[config.mk]
export PLATFORM = sky130hd
export DESIGN_NAME = adjacent_prime_search_flat
export DESIGN_NICKNAME = d
export VERILOG_FILES = /design/src/design/aps_pkg.sv /design/src/design/aps_if.sv /design/src/design/aps_div.sv /design/src/design/adjacent_prime_search.sv /design/src/flat_wrapper.sv
export SDC_FILE = /design/constraint.sdc
export NUM_CORES = 1
export LEC_CHECK = 0
export BUFFER_PORTS_ARGS = -buffer_cell sky130_fd_sc_hd__buf_2
export CAP_MARGIN = 40
export CORE_MARGIN = 2
export CORE_UTILIZATION = 55
export DETAILED_ROUTE_END_ITERATION = 10
export PLACE_DENSITY = 0.76
export SYNTH_ARGS = -nofsm -noshare
export SYNTH_HDL_FRONTEND = slang
export SYNTH_SLANG_ARGS = --single-unit
[constraint.sdc]
create_clock -name i_clk -period 4.75 [get_ports i_clk]
set_clock_uncertainty 0.1 [all_clocks]
set_input_delay 0.7125 -clock i_clk [delete_from_list [all_inputs] [get_ports i_clk]]
set_output_delay 0.7125 -clock i_clk [all_outputs]
set_load 0.05 [all_outputs]
[src/design/aps_pkg.sv]
// shared types and constants for the adjacent prime search block
package aps_pkg;

    // fixed field widths
    localparam int VAL_W = 16;
    // trial divisors never exceed sqrt(65535) + 1 = 256
    localparam int DIV_W = 9;
    // running square of the divisor, reaches 65536 at most
    localparam int SQ_W  = 17;
    // bit counter of the shared divider
    localparam int CNT_W = $clog2(VAL_W);

    // operation codes
    localparam logic OP_NEXT = 1'b0;
    localparam logic OP_PREV = 1'b1;

    // smallest prime, also the first trial divisor
    localparam logic [VAL_W-1:0] SMALLEST_PRIME = VAL_W'(2);

    typedef struct packed {
        logic             operation;
        logic [VAL_W-1:0] start_value;
    } t_in_item;

    typedef struct packed {
        logic [VAL_W-1:0] prime;
        logic             found;
    } t_out_item;

    typedef enum logic [2:0] {
        S_IDLE,
        S_STEP,
        S_TEST,
        S_CHECK,
        S_WAIT,
        S_FINISH
    } t_state;

endpackage

[src/design/aps_if.sv]
// valid/ready channel interfaces for the adjacent prime search block
interface aps_in_if;
    logic               valid;
    logic               ready;
    aps_pkg::t_in_item  payload;

    modport source (output valid, output payload, input ready);
    modport sink   (input valid, input payload, output ready);
endinterface

interface aps_out_if;
    logic               valid;
    logic               ready;
    aps_pkg::t_out_item payload;

    modport source (output valid, output payload, input ready);
    modport sink   (input valid, input payload, output ready);
endinterface

[src/design/aps_div.sv]
// shared restoring divider, one quotient bit per cycle, returns the remainder
module aps_div (
    input  logic                       i_clk,
    input  logic                       i_rst_n,
    input  logic                       i_start,
    input  logic [aps_pkg::VAL_W-1:0]  i_dividend,
    input  logic [aps_pkg::DIV_W-1:0]  i_divisor,
    output logic                       o_done,
    output logic [aps_pkg::DIV_W-1:0]  o_remainder
);

    logic                       r_busy, n_busy;
    logic                       r_done, n_done;
    logic [aps_pkg::CNT_W-1:0]  r_count, n_count;
    logic [aps_pkg::VAL_W-1:0]  r_dvd, n_dvd;
    logic [aps_pkg::DIV_W-1:0]  r_dsr, n_dsr;
    logic [aps_pkg::DIV_W-1:0]  r_rem, n_rem;
    logic [aps_pkg::DIV_W:0]    trial;

    always_comb begin
        n_busy  = r_busy;
        n_done  = 1'b0;
        n_count = r_count;
        n_dvd   = r_dvd;
        n_dsr   = r_dsr;
        n_rem   = r_rem;
        trial   = {r_rem, r_dvd[aps_pkg::VAL_W-1]};
        if (i_start) begin
            n_busy  = 1'b1;
            n_count = '0;
            n_dvd   = i_dividend;
            n_dsr   = i_divisor;
            n_rem   = '0;
        end else if (r_busy) begin
            n_dvd = {r_dvd[aps_pkg::VAL_W-2:0], 1'b0};
            if (trial >= {1'b0, r_dsr}) begin
                n_rem = aps_pkg::DIV_W'(trial - {1'b0, r_dsr});
            end else begin
                n_rem = trial[aps_pkg::DIV_W-1:0];
            end
            n_count = r_count + 1'b1;
            if (r_count == aps_pkg::CNT_W'(aps_pkg::VAL_W - 1)) begin
                n_busy = 1'b0;
                n_done = 1'b1;
            end
        end
    end

    always_ff @(posedge i_clk) begin
        if (!i_rst_n) begin
            r_busy  <= 1'b0;
            r_done  <= 1'b0;
            r_count <= '0;
        end else begin
            r_busy  <= n_busy;
            r_done  <= n_done;
            r_count <= n_count;
        end
    end

    always_ff @(posedge i_clk) begin
        r_dvd <= n_dvd;
        r_dsr <= n_dsr;
        r_rem <= n_rem;
    end

    assign o_done      = r_done;
    assign o_remainder = r_rem;

endmodule

[src/design/adjacent_prime_search.sv]
// top level: nearest prime above or below a start value by trial division
//
// usage
//   input channel i_in carries operation and start_value; operation next
//   searches strictly above start_value, operation prev strictly below
//   output channel o_out carries prime and found, one result per item;
//   found low with prime zero when no prime lies in 0 .. limit
//   limit is 2^VALUE_WIDTH - 1, capped at 65535; start_value is masked to
//   VALUE_WIDTH bits before the search
// latency and throughput
//   one item at a time; i_in.ready is high only while the sequencer idles
//   each candidate is tested against trial divisors from 2 up to
//   sqrt(candidate), stopping at the first divisor that leaves no
//   remainder; all trial divisions of all candidates visited run one
//   after another on the single bit-serial divider
// reset
//   synchronous active-low reset returns the sequencer to idle and empties
//   the output register
// stall
//   the result sits in an output register; while the receiver stalls the
//   sequencer may search a new item, whose result waits in finish state
module adjacent_prime_search #(
    parameter int VALUE_WIDTH = 16
) (
    input  logic      i_clk,
    input  logic      i_rst_n,
    aps_in_if.sink    i_in,
    aps_out_if.source o_out
);

    // search bound, also the mask applied to the start value
    localparam logic [aps_pkg::VAL_W-1:0] LIMIT = (VALUE_WIDTH >= aps_pkg::VAL_W) ?
        {aps_pkg::VAL_W{1'b1}} : aps_pkg::VAL_W'((64'd1 << VALUE_WIDTH) - 64'd1);

    aps_pkg::t_state            r_state, n_state;
    logic                       r_op, n_op;
    logic [aps_pkg::VAL_W-1:0]  r_cand, n_cand;
    logic [aps_pkg::DIV_W-1:0]  r_div, n_div;
    logic [aps_pkg::SQ_W-1:0]   r_sq, n_sq;
    logic                       r_out_valid, n_out_valid;
    aps_pkg::t_out_item         r_out, n_out;
    aps_pkg::t_out_item         r_res, n_res;

    logic                       div_start;
    logic                       div_done;
    logic [aps_pkg::DIV_W-1:0]  div_rem;
    logic                       in_xfer;

    // the one divider: candidate modulo trial divisor
    aps_div u_div (
        .i_clk       (i_clk),
        .i_rst_n     (i_rst_n),
        .i_start     (div_start),
        .i_dividend  (r_cand),
        .i_divisor   (r_div),
        .o_done      (div_done),
        .o_remainder (div_rem)
    );

    assign i_in.ready = (r_state == aps_pkg::S_IDLE);
    assign in_xfer    = i_in.valid && i_in.ready;

    always_comb begin
        n_state     = r_state;
        n_op        = r_op;
        n_cand      = r_cand;
        n_div       = r_div;
        n_sq        = r_sq;
        n_res       = r_res;
        n_out       = r_out;
        n_out_valid = r_out_valid;
        div_start   = 1'b0;

        // output register drains independently of the sequencer
        if (r_out_valid && o_out.ready) begin
            n_out_valid = 1'b0;
        end

        case (r_state)
            aps_pkg::S_IDLE: begin
                if (in_xfer) begin
                    n_op    = i_in.payload.operation;
                    n_cand  = i_in.payload.start_value & LIMIT;
                    n_state = aps_pkg::S_STEP;
                end
            end
            // move to the next candidate or give up at the range edge
            aps_pkg::S_STEP: begin
                if (r_op == aps_pkg::OP_NEXT) begin
                    if (r_cand == LIMIT) begin
                        n_res   = '{prime: '0, found: 1'b0};
                        n_state = aps_pkg::S_FINISH;
                    end else begin
                        n_cand  = r_cand + 1'b1;
                        n_state = aps_pkg::S_TEST;
                    end
                end else begin
                    if (r_cand <= aps_pkg::SMALLEST_PRIME) begin
                        n_res   = '{prime: '0, found: 1'b0};
                        n_state = aps_pkg::S_FINISH;
                    end else begin
                        n_cand  = r_cand - 1'b1;
                        n_state = aps_pkg::S_TEST;
                    end
                end
            end
            // zero and one are not prime; otherwise start at divisor two
            aps_pkg::S_TEST: begin
                if (r_cand < aps_pkg::SMALLEST_PRIME) begin
                    n_state = aps_pkg::S_STEP;
                end else begin
                    n_div   = aps_pkg::DIV_W'(aps_pkg::SMALLEST_PRIME);
                    n_sq    = aps_pkg::SQ_W'(4);
                    n_state = aps_pkg::S_CHECK;
                end
            end
            // divisor squared past the candidate means no factor exists
            aps_pkg::S_CHECK: begin
                if (r_sq > {1'b0, r_cand}) begin
                    n_res   = '{prime: r_cand, found: 1'b1};
                    n_state = aps_pkg::S_FINISH;
                end else begin
                    div_start = 1'b1;
                    n_state   = aps_pkg::S_WAIT;
                end
            end
            aps_pkg::S_WAIT: begin
                if (div_done) begin
                    if (div_rem == '0) begin
                        n_state = aps_pkg::S_STEP;
                    end else begin
                        // (d+1)^2 = d^2 + 2d + 1
                        n_sq    = r_sq + aps_pkg::SQ_W'({r_div, 1'b1});
                        n_div   = r_div + 1'b1;
                        n_state = aps_pkg::S_CHECK;
                    end
                end
            end
            // load the result once the output register is free
            aps_pkg::S_FINISH: begin
                if (!r_out_valid || o_out.ready) begin
                    n_out       = r_res;
                    n_out_valid = 1'b1;
                    n_state     = aps_pkg::S_IDLE;
                end
            end
            default: begin
                n_state = aps_pkg::S_IDLE;
            end
        endcase
    end

    always_ff @(posedge i_clk) begin
        if (!i_rst_n) begin
            r_state     <= aps_pkg::S_IDLE;
            r_out_valid <= 1'b0;
        end else begin
            r_state     <= n_state;
            r_out_valid <= n_out_valid;
        end
    end

    always_ff @(posedge i_clk) begin
        r_op   <= n_op;
        r_cand <= n_cand;
        r_div  <= n_div;
        r_sq   <= n_sq;
        r_res  <= n_res;
        r_out  <= n_out;
    end

    assign o_out.valid   = r_out_valid;
    assign o_out.payload = r_out;

endmodule

[src/flat_wrapper.sv]
// flat-port wrapper written by rule: the top's interface ports become plain ports
module adjacent_prime_search_flat 
#(
    parameter int VALUE_WIDTH = 16
)
  (i_clk, i_rst_n, i_in_valid, i_in_payload, i_in_ready, o_out_valid, o_out_payload, o_out_ready);
  aps_in_if i_in_i ();
  aps_out_if o_out_i ();
  input  logic i_clk;
  input  logic i_rst_n;
  input wire logic [$bits(i_in_i.valid)-1:0] i_in_valid;
  input wire logic [$bits(i_in_i.payload)-1:0] i_in_payload;
  output wire logic [$bits(i_in_i.ready)-1:0] i_in_ready;
  output wire logic [$bits(o_out_i.valid)-1:0] o_out_valid;
  output wire logic [$bits(o_out_i.payload)-1:0] o_out_payload;
  input wire logic [$bits(o_out_i.ready)-1:0] o_out_ready;
  assign i_in_i.valid = i_in_valid;
  assign i_in_i.payload = i_in_payload;
  assign i_in_ready = i_in_i.ready;
  assign o_out_valid = o_out_i.valid;
  assign o_out_payload = o_out_i.payload;
  assign o_out_i.ready = o_out_ready;
  adjacent_prime_search #(.VALUE_WIDTH(VALUE_WIDTH)) u_core (.i_clk(i_clk), .i_rst_n(i_rst_n), .i_in(i_in_i), .o_out(o_out_i));
endmodule
==> After elaboration in Yosys (flattened, before gate mapping) <==
Cells that the tools add are included.
{ "classes": {"reduce_logical": 18, "eq_ne": 17, "order_cmp": 4, "addsub": 6, "bitwise": 2, "muxes": 40} }
{ "op_table": {"columns": ["cell", "n"], "rows": [
  ["$mux 17", 7],
  ["$mux 16", 6],
  ["$pmux 17 s2", 2],
  ["$mux 9", 4],
  ["$pmux 16 s2", 1],
  ["$mux 3", 6],
  ["$pmux 3 s6", 1],
  ["$pmux 9 s2", 1],
  ["$add 17x10->17", 1],
  ["$gt 17x16->1", 1],
  ["$add 16x1->16 const B", 1],
  ["$eq 16x16->1 const B", 1],
  ["$le 16x2->1 const B", 1],
  ["$lt 16x2->1 const B", 1],
  ["$sub 16x1->16 const B", 1],
  ["$reduce_and 4->1", 3],
  ["$ge 10x9->1", 1],
  ["$mux 1", 10],
  ["$add 9x1->9 const B", 1],
  ["$logic_not 9->1", 1],
  ["$sub 9x9->9", 1],
  ["$ne 2x2->1 const B", 4],
  ["$reduce_bool 2->1", 4],
  ["$eq 3x2->1 const B", 2],
  ["18 further kinds", 25]
]} }
{ "totals": {"wordCells": 103, "reg_bits": 121, "output_inout_bits": 19} }

==> Longest topological paths before layout <==
Gate-level depths: netlist of the first run.
{ "logic_depth": {"ltp_word": 4, "ltp_mapped": 10, "ltp_nobuf": 10} }

==> Modules after synthesis <==
Synthesis of the first run repeated with hierarchy kept, for this count alone.
{ "hier_totals": {"hier_cells": 638, "area_unflattened_um2": 7036.7} }
{ "by_module_without_submodules": {"columns": ["mod", "cells_each", "instances", "seq_area_each_um2", "area_each_um2"], "rows": [
  ["adjacent_prime_search", 456, 1, 2392.3, 4901.0],
  ["aps_div", 182, 1, 1051.0, 2135.8]
]} }

==> Least setup slack after synthesis of the first run <==
No wires, ideal clock.
{ "synth_path": {"path_type": "register to register", "from": "register u_core.r_cand[14] in the netlist's numbering", "to": "register u_core.u_div.r_dvd[0] in the netlist's numbering (enable)", "slack_ns": 1.382, "setup_time_ns": 0.411, "required_time_ns": 4.239, "arrival_ns": 2.857, "period_less_slack_ns": 3.368, "stages_incl_launch_ff": 9, "path_cell_list": "edfxtp_1 -> inv_1 -> ha_1 -> a21o_1 -> a211o_1 -> a211oi_1 -> o211a_1 -> a21oi_2 -> o21ai_0"} }
{ "synth_via": {"elab_chain_cells": 4} }
{ "synth_rtl": {"columns": ["element", "line", "rtl"], "rows": [
  ["start: declaration", "adjacent_prime_search.sv:37", "logic [aps_pkg::VAL_W-1:0] r_cand, n_cand;"],
  ["start signal: assignment", "adjacent_prime_search.sv:165", "r_cand <= n_cand;"],
  ["$gt 17x16->1", "adjacent_prime_search.sv:119", "if (r_sq > {1'b0, r_cand}) begin"],
  ["$mux 1", "adjacent_prime_search.sv:119", null],
  ["$mux 1", "adjacent_prime_search.sv:79", "case (r_state)"],
  ["$reduce_bool 2->1 (no source line)", null, null],
  ["end signal: assignment", "aps_div.sv:62", "r_dvd <= n_dvd;"],
  ["end: declaration", "aps_div.sv:15", "logic [aps_pkg::VAL_W-1:0] r_dvd, n_dvd;"]
]} }
No other way between the ends.
A chain may end at the register's enable or synchronous reset.

==> Worst setup path after layout of the first run <==
{ "layout_path": {"from": "register u_core.r_cand[14] in the netlist's numbering", "to": "register u_core.r_res[14] in the netlist's numbering (enable)"} }
{ "layout_via": {"elab_chain_cells": 3, "word_cells_on_any_way": 7, "classes_between": "2 x order compare; 4 x eq/ne; 1 x reduce/logical"} }
{ "layout_rtl": {"columns": ["element", "line", "rtl"], "rows": [
  ["$le 16x2->1 (tied with other cells)", "adjacent_prime_search.sv:98", "if (r_cand <= aps_pkg::SMALLEST_PRIME) begin"],
  ["$ne 3x3->1 (no source line) (tied with other cells)", null, null],
  ["$reduce_and 4->1 (no source line) (*)", null, null],
  ["end signal: assignment", "adjacent_prime_search.sv:168", "r_res <= n_res;"],
  ["end: declaration", "adjacent_prime_search.sv:42", "aps_pkg::t_out_item r_res, n_res;"]
]} }
Every way passes the cells marked *; elsewhere a longest branch is shown, timed or not.

==> load_flow_metrics.sql, run 1 <==
INSERT INTO impl_metrics (metric_group, metric, value, unit) VALUES
('min_path', 'hold_class', 'reg -> reg', ''),
('synth', 'synth-warning-count', '0', ''),
('cells_and_area', 'num-fill-cells', '899', ''),
('drt', 'ant_nets', '0', ''),
('worst_setup_path', 'critPathArrivalTime', '3.38', 'ns'),
('synth', 'netlist.top_cell.by_area', 'sky130_fd_sc_hd__edfxtp_1', ''),
('grt', 'grt_antenna_before_repair', '0', ''),
('grt', 'grt_start_max_net_pins', '36', ''),
('synth', 'synthTopCellsByArea', 'sky130_fd_sc_hd__edfxtp_1 (45%), sky130_fd_sc_hd__ha_1 (9.2%), sky130_fd_sc_hd__dfxtp_1 (5.6%)', ''),
('synth', 'async_flop_share', '0', '%'),
('timing', 'fin_setup_tns', '0', 'ns'),
('clock_tree', 'htree_num_levels', '4', ''),
('floorplan', 'initial_core_util', '56.5', '%'),
('floorplan', 'dieHeight', '115', 'um'),
('floorplan', 'top_level_ports', '40', ''),
('synth', 'post_synthesis_net_count', '709', ''),
('worst_setup_path', 'r2r.worst_path.cells', '10', ''),
('floorplan', 'fp.dieW', '115', 'um'),
('grt', 'grt_pass1_wl', '23400', 'um'),
('drt', 'routed-wl-met2', '6600', 'um'),
('drt', 'post_drt_wl_per_cell', '17.4', 'um'),
('drt', 'via_count', '5028', ''),
('synth', 'synthMostInstantiatedCell', 'sky130_fd_sc_hd__edfxtp_1', ''),
('clock_tree', 'cts.sinks', '121', ''),
('clock_tree', 'clkSlewWorstSetupHoldPaths', '0.05', 'ns'),
('synth', 'synth.cell_area', '6790', 'um^2'),
('worst_setup_path', 'critical_path_launch_point_type', 'flip-flop', ''),
('worst_setup_path', 'cp-end-kind', 'flip-flop', ''),
('worst_setup_path', 'setup.worst_path.class', 'reg -> reg', ''),
('worst_setup_path', 'required_time_reported_for_the_critical_path_endpoint', '4.82', 'ns'),
('synth', 'post_synthesis_cells', '635', ''),
('min_path', 'min-delay-start', 'u_core.r_res[2]', ''),
('outcome', 'run_status', 'finished clean', ''),
('synth', 'synth-main-ff-cell', 'sky130_fd_sc_hd__edfxtp_1', ''),
('clock_tree', 'tritoncts.num_buffers', '17', ''),
('job', 'maxCapViolations', '0', ''),
('floorplan', 'placementRows', '40', ''),
('grt', 'gr-usage-all-layers', '23.1', '%'),
('placed_design', 'dpl.hpwl', '10600', 'um'),
('cells_and_area', 'instances_no_fill', '841', ''),
('power', 'power.ir.vdd_worst', '0.327', 'mV'),
('floorplan', 'core-area', '12000', 'um^2'),
('placed_design', 'place_congestion', '0.933', ''),
('synth', 'proportion_of_synthesized_chip_area_in_sequential_cells', '50.7', '%'),
('placed_design', 'placedCellCount', '809', ''),
('synth', 'post_synthesis_register_bit_count', '121', ''),
('floorplan', 'floorplan.die_area', '13200', 'um^2'),
('synth', 'post_synth_most_frequent_cells', 'sky130_fd_sc_hd__edfxtp_1 (102), sky130_fd_sc_hd__nor2_1 (67), sky130_fd_sc_hd__nand2_1 (51)', ''),
('synth', 'top_area_cell_type_share_of_the_netlist_area', '45.1', '%'),
('timing', 'hold_viol', '0', ''),
('drt', 'drc', '0', ''),
('timing', 'rsz_0062_raised_after_global_routing', 'false', ''),
('clock_tree', 'clock_path_buffers', '2', ''),
('clock_tree', 'cts_root_buffer', 'sky130_fd_sc_hd__clkbuf_16', ''),
('placed_design', 'io_buffer_count', '39', ''),
('worst_setup_path', 'reg2reg_from', 'u_core.r_cand[14]', ''),
('synth', 'synth-edff-count', '102', ''),
('timing', 'post_route_fraction_of_the_period_consumed_by_the_critical_path', '69.7', '%'),
('timing', 'timing.final.max_slew_violations', '0', ''),
('clock_tree', 'tritoncts', 'done', ''),
('timing', 'worst_slew_pin_slew', '0.851', 'ns'),
('clock_tree', 'cts.repair_timing.setup_buffer_count', '0', ''),
('clock_tree', 'postCtsResizedCells', '0', ''),
('timing', 'timing.slew.headroom', '43.1', '%'),
('cells_and_area', 'synthToLayoutAreaGrowth', '14.4', '%'),
('min_path', 'holdPathStages', '0', ''),
('synth', 'yosys.cell_types.count', '62', ''),
('drt', 'top_signal_layer_used', 'met4', ''),
('worst_setup_path', 'critPathMaxFanout', '35', ''),
('cells_and_area', 'finalNetCount', '755', ''),
('cells_and_area', 'multi_input_comb_area', '3130', 'um^2');
-- power breakdown --
part / leakage (nW) / internal, W / switching [W]
Sequential: 1.10 / 0.00148 / 0.000262
Clock: 0.294 / 0.000859 / 0.000476
Combinational: 1.69 / 0.000748 / 0.00116
-- flip-flops by register name, indices dropped and copies added, names as in the netlist --
signal,count
u_core.o_out.payload,17
u_core.r_res,17
u_core.r_sq,17
u_core.r_cand,16
u_core.u_div.r_dvd,16
u_core.r_div,9
u_core.u_div.o_remainder,9
u_core.u_div.r_dsr,9
u_core.u_div.r_count,4
u_core.r_state,3
u_core.o_out.valid,1
u_core.r_op,1
u_core.u_div.o_done,1
u_core.u_div.r_busy,1
-- cells in the final DEF, fill, tap and decap left out, types with 4 or more instances in the layout --
cell	synthesis	final
sky130_fd_sc_hd__a2111oi_0	4	4
sky130_fd_sc_hd__a211oi_1	15	15
sky130_fd_sc_hd__a21o_1	11	11
sky130_fd_sc_hd__a21oi_1	33	32
sky130_fd_sc_hd__and3_1	6	6
sky130_fd_sc_hd__buf_2	3	39
sky130_fd_sc_hd__buf_4	0	4
sky130_fd_sc_hd__clkbuf_16	0	17
sky130_fd_sc_hd__dfxtp_1	19	19
sky130_fd_sc_hd__edfxtp_1	102	102
sky130_fd_sc_hd__ha_1	50	50
sky130_fd_sc_hd__inv_1	37	37
sky130_fd_sc_hd__mux2_1	8	8
sky130_fd_sc_hd__mux2_2	8	8
sky130_fd_sc_hd__nand2_1	51	51
sky130_fd_sc_hd__nand2b_1	12	12
sky130_fd_sc_hd__nand3_1	9	9
sky130_fd_sc_hd__nand4_1	10	10
sky130_fd_sc_hd__nor2_1	67	67
sky130_fd_sc_hd__nor2b_1	11	11
sky130_fd_sc_hd__nor3_1	16	16
sky130_fd_sc_hd__nor4_1	8	8
sky130_fd_sc_hd__o211ai_1	4	4
sky130_fd_sc_hd__o21a_1	12	12
sky130_fd_sc_hd__o21ai_0	40	39
sky130_fd_sc_hd__o21ai_1	3	4
sky130_fd_sc_hd__o31a_1	4	4
sky130_fd_sc_hd__or3_1	7	7
sky130_fd_sc_hd__xnor2_1	10	10
sky130_fd_sc_hd__xor2_1	16	16
-- critical path, stage by stage, from the launching register on --
cell and delay, ns:
sky130_fd_sc_hd__edfxtp_1 0.49, sky130_fd_sc_hd__inv_1 0.16, sky130_fd_sc_hd__ha_1 0.26, sky130_fd_sc_hd__a21o_1 0.16, sky130_fd_sc_hd__a211o_1 0.32, sky130_fd_sc_hd__a211oi_1 0.24, sky130_fd_sc_hd__o211a_1 0.21, sky130_fd_sc_hd__a21oi_2 0.12
sky130_fd_sc_hd__nor2_8 0.49, sky130_fd_sc_hd__nor2_1 0.25, sky130_fd_sc_hd__buf_4 0.25
-- per-stage QoR --
step	hold WS (ns)	util [%]	area (um^2)	worst slack (ns)	total power (W)
final	0.317	64.6	7760	1.44	0.00499
after global routing	0.322	64.6	7760	1.31	0.00527
after global placement	0.306	59.2	7110	1.42	0.00352
after detailed placement	0.305	59.4	7140	1.47	0.00363
after floorplan	0.300	-	6790	1.38	0.00313
after CTS	0.319	64.6	7760	1.47	0.00497
-- metal layers --
| metal | up-vias | global-route usage [%] |
|---|---|---|
| met2 | 205 | 35.1 |
| met3 | 26 | 5.32 |
| li1 | 2442 | - |
| met5 | - | 0 |
| met4 | 0 | 9.96 |
| met1 | 2355 | 32.1 |
-- cells by family (layout without fill, tap and decap cells) --
family / Yosys count / in the layout / share of synthesized area, %
AND/OR/NAND/NOR: 211 / 211 / 15.1
AO/OA/AOI/OAI: 151 / 151 / 14.4
flip-flops: 121 / 121 / 50.7
buffers and inverters: 54 / 113 / 3.15
adder cells (fa/ha/maj): 53 / 53 / 10.1
XOR/XNOR: 26 / 26 / 3.36
multiplexers: 19 / 19 / 3.10
-- final cells by class --
class	instances	area share [%]
flip-flops and latches	121	44.4
multi-input cells	460	40.4
clock buffers	20	5.89
repair buffers	44	3.10
well taps	147	2.37
clock inverters	12	2.13
inverters	37	1.79
-- path summary, 6_finish.rpt --
kind	slack, ns	end
worst max-delay path	1.44	u_core.r_res[14]
worst min-delay path	0.32	u_core.o_out.payload[2]
worst min register to register	0.32	u_core.o_out.payload[2]
worst max register to register	1.44	u_core.r_res[14]
Power figures use the tool's default switching activity.
==> inputs of run 2 (changes only) <==
==> constraint.sdc (replaced) <==
create_clock -name i_clk -period 3.4 [get_ports i_clk]
set_clock_uncertainty 0.1 [all_clocks]
set_input_delay 0.51 -clock i_clk [delete_from_list [all_inputs] [get_ports i_clk]]
set_output_delay 0.51 -clock i_clk [all_outputs]
set_load 0.05 [all_outputs]
==> run 2 against run 1 <==
  * Die area stayed put
  * Register-to-register slack got worse by 1.3 ns
  * First-iteration DRC count fell by 8.0%
  * Wire length grew 1.8%
  * Worst hold slack worse by 0.14 ns
  * Worst setup slack worse by 1.3 ns
  * Sequential cell count unchanged
  * Count of clock-buffer cells in the layout decreased by 2
  * Via count is 2.6% higher
  * Critical endpoint is now u_core.u_div.r_dvd[2]
  * Largest cell class unchanged
==> load_flow_metrics.sql, run 2 (synthesized netlist as in run 1, its figures left out) <==
INSERT INTO impl_metrics (metric_group, metric, value, unit) VALUES
('power', 'power_leakage', '3.09', 'nW'),
('worst_setup_path', 'reg2reg_from', 'u_core.r_cand[14]', ''),
('timing', 'fin_setup_tns', '0', 'ns'),
('grt', 'grt_start_max_net_pins', '35', ''),
('outcome', 'run_status', 'finished clean', ''),
('floorplan', 'initial_core_util', '56.5', '%'),
('cells_and_area', 'finish.instance_area', '7750', 'um^2'),
('worst_setup_path', 'required_time_reported_for_the_critical_path_endpoint', '3.47', 'ns'),
('timing', 'hold_viol', '0', ''),
('cells_and_area', 'synthToLayoutAreaGrowth', '14.3', '%'),
('drt', 'finalWirelength', '14900', 'um'),
('cells_and_area', 'num_antenna_cells', '0', ''),
('clock_tree', 'cts-hold-fix-buffers', '0', ''),
('clock_tree', 'cts.repair_timing.setup_buffer_count', '0', ''),
('clock_tree', 'clkSlewWorstSetupHoldPaths', '0.06', 'ns'),
('power', 'pwr_cell_area', '876', 'nW/um^2'),
('clock_tree', 'htree_num_levels', '4', ''),
('drt', 'drc', '0', ''),
('timing', 'timing.final.max_slew_violations', '0', ''),
('floorplan', 'top_level_ports', '40', ''),
('floorplan', 'floorplan.die_area', '13200', 'um^2'),
('placed_design', 'io_buffer_count', '39', ''),
('worst_setup_path', 'critPathArrivalTime', '3.31', 'ns'),
('clock_tree', 'tritoncts.num_buffers', '17', ''),
('grt', 'via_count_of_the_first_global_routing_pass', '5068', ''),
('cells_and_area', 'post_route_cells_drive_above_1_share', '14.3', '%'),
('floorplan', 'placementRows', '40', ''),
('worst_setup_path', 'critical_path_launch_point_type', 'flip-flop', ''),
('worst_setup_path', 'timing.critical_path.from', 'u_core.r_cand[14]', ''),
('clock_tree', 'tritoncts', 'done', ''),
('drt', 'ant_nets', '0', ''),
('floorplan', 'core-area', '12000', 'um^2'),
('timing', 'clock.fmax', '308', 'MHz'),
('worst_setup_path', 'critPathMaxFanout', '34', ''),
('grt', 'gr-usage-all-layers', '23.8', '%'),
('clock_tree', 'clock_path_buffers', '2', ''),
('grt', 'grt_antenna_before_repair', '0', ''),
('worst_setup_path', 'cpPeakStageDelay', '0.49', 'ns'),
('timing', 'worst_slew_pin_slew', '0.837', 'ns'),
('grt', 'grt_pass1_wl', '24100', 'um'),
('clock_tree', 'cts.sinks', '121', ''),
('clock_tree', 'postCtsResizedCells', '0', ''),
('cells_and_area', 'layout_commonest_cell', 'sky130_fd_sc_hd__edfxtp_1', ''),
('drt', 'detailedRoute.firstIterationViolations', '458', ''),
('placed_design', 'postPlaceCellArea', '7220', 'um^2'),
('timing', 'timing.slew.headroom', '44.1', '%'),
('drt', 'post_drt_wl_per_cell', '17.5', 'um'),
('power', 'power.ir.vdd_worst', '0.484', 'mV'),
('placed_design', 'place_congestion', '0.908', ''),
('placed_design', 'dpl.hpwl', '10800', 'um'),
('floorplan', 'fp.dieW', '115', 'um'),
('timing', 'rsz_0062_raised_after_global_routing', 'false', ''),
('timing', 'post_route_fraction_of_the_period_consumed_by_the_critical_path', '95.3', '%'),
('worst_setup_path', 'setup.worst_path.class', 'reg -> reg', ''),
('cells_and_area', 'layout_common_cells', 'sky130_fd_sc_hd__edfxtp_1 (102), sky130_fd_sc_hd__nor2_1 (67), sky130_fd_sc_hd__nand2_1 (51)', ''),
('worst_setup_path', 'critical_path.cell_chain', 'inv_1 > ha_1 > a21o_1 > a211o_1 > a211oi_1 > o211a_1 > a21oi_2 > nor2_8 > buf_4 > mux2_2', ''),
('drt', 'detailedRoute.firstPassIterationCount', '5', ''),
('timing', 'layout_min_cycle_time', '3.24', 'ns'),
('timing', 'setup_viol_count_final', '0', ''),
('worst_setup_path', 'cp-end-kind', 'flip-flop', ''),
('drt', 'viasPerCell', '6.05', ''),
('grt', 'overflow', '0', ''),
('floorplan', 'dieHeight', '115', 'um'),
('worst_setup_path', 'cp_slowest_cell', 'sky130_fd_sc_hd__edfxtp_1', ''),
('clock_tree', 'cts_root_buffer', 'sky130_fd_sc_hd__clkbuf_16', ''),
('clock_tree', 'clock_insertion_delay_worst_skew', '0.42', 'ns'),
('min_path', 'min-delay-start', 'i_in_payload[16]', ''),
('cells_and_area', 'finalNetCount', '766', ''),
('job', 'maxCapViolations', '0', ''),
('min_path', 'hold_class', 'in -> reg', ''),
('drt', 'via_count', '5158', '');
## run 2: changes by cell type in the layout (fill, tap and decap cells not counted), sizes merged
cell,before,now
buf,44,55
bufinv,3,0
clkbuf,20,18
clkinv,3,4
clkinvlp,3,7
## run 2: worst max-delay path, delay by kind of cell, from the launching register on
kind / cells / cell delay (ns)
adders and majority gates: 1 / 0.29
buffers and inverters: 2 / 0.50
DFF: 1 / 0.49
and+or+nand+nor: 1 / 0.10
muxes: 1 / 0.40
AOI/OAI and AO/OA: 5 / 1.10
## run 2: metal layers
layer / up-vias / track usage (%) / wire (um)
met5: - / 0 / 0
met4: 0 / 10.8 / 351
met3: 37 / 5.54 / 942
met2: 198 / 38.5 / 7010
met1: 2449 / 30.7 / 6610
li1: 2474 / - / -
## run 2: through the flow
step | worst slack (ns) | utilization [%] | cells | hold slack (ns) | total power, W
2_1_floorplan | 0.0317 | - | 635 | 0.300 | 0.00437
3_3_place_gp | 0.309 | 59.9 | 818 | 0.305 | 0.00500
3_5_place_dp | 0.228 | 60.1 | 820 | 0.305 | 0.00516
4_1_cts | 0.169 | 64.6 | 852 | 0.158 | 0.00677
5_1_grt | 0.0849 | 64.6 | 852 | 0.162 | 0.00723
6_report | 0.158 | 64.6 | 852 | 0.174 | 0.00680
## run 2: layout make-up
type                            count  area (um^2)
Clock buffer                       18          429
Clock inverter                     14          101
Fill cell                         921         4260
Inverter                           37          139
Multi-Input combinational cell    460         3130
Sequential cell                   121         3440
Tap cell                          147          184
Timing Repair Buffer               55          327
## run 2: worst paths after layout
path	to	slack (ns)	depth (start not counted)
worst max-delay path	u_core.u_div.r_dvd[2]	0.16	10
worst min-delay path	u_core.r_op	0.17	1
worst max register to register	u_core.u_div.r_dvd[2]	0.16	10
worst min register to register	u_core.o_out.payload[2]	0.32	0
## run 2: power by group
group | switching [W] | internal [W]
sequential | 0.000305 | 0.00207
combinational | 0.00172 | 0.00112
clock | 0.000660 | 0.000928
total | 0.00269 | 0.00411
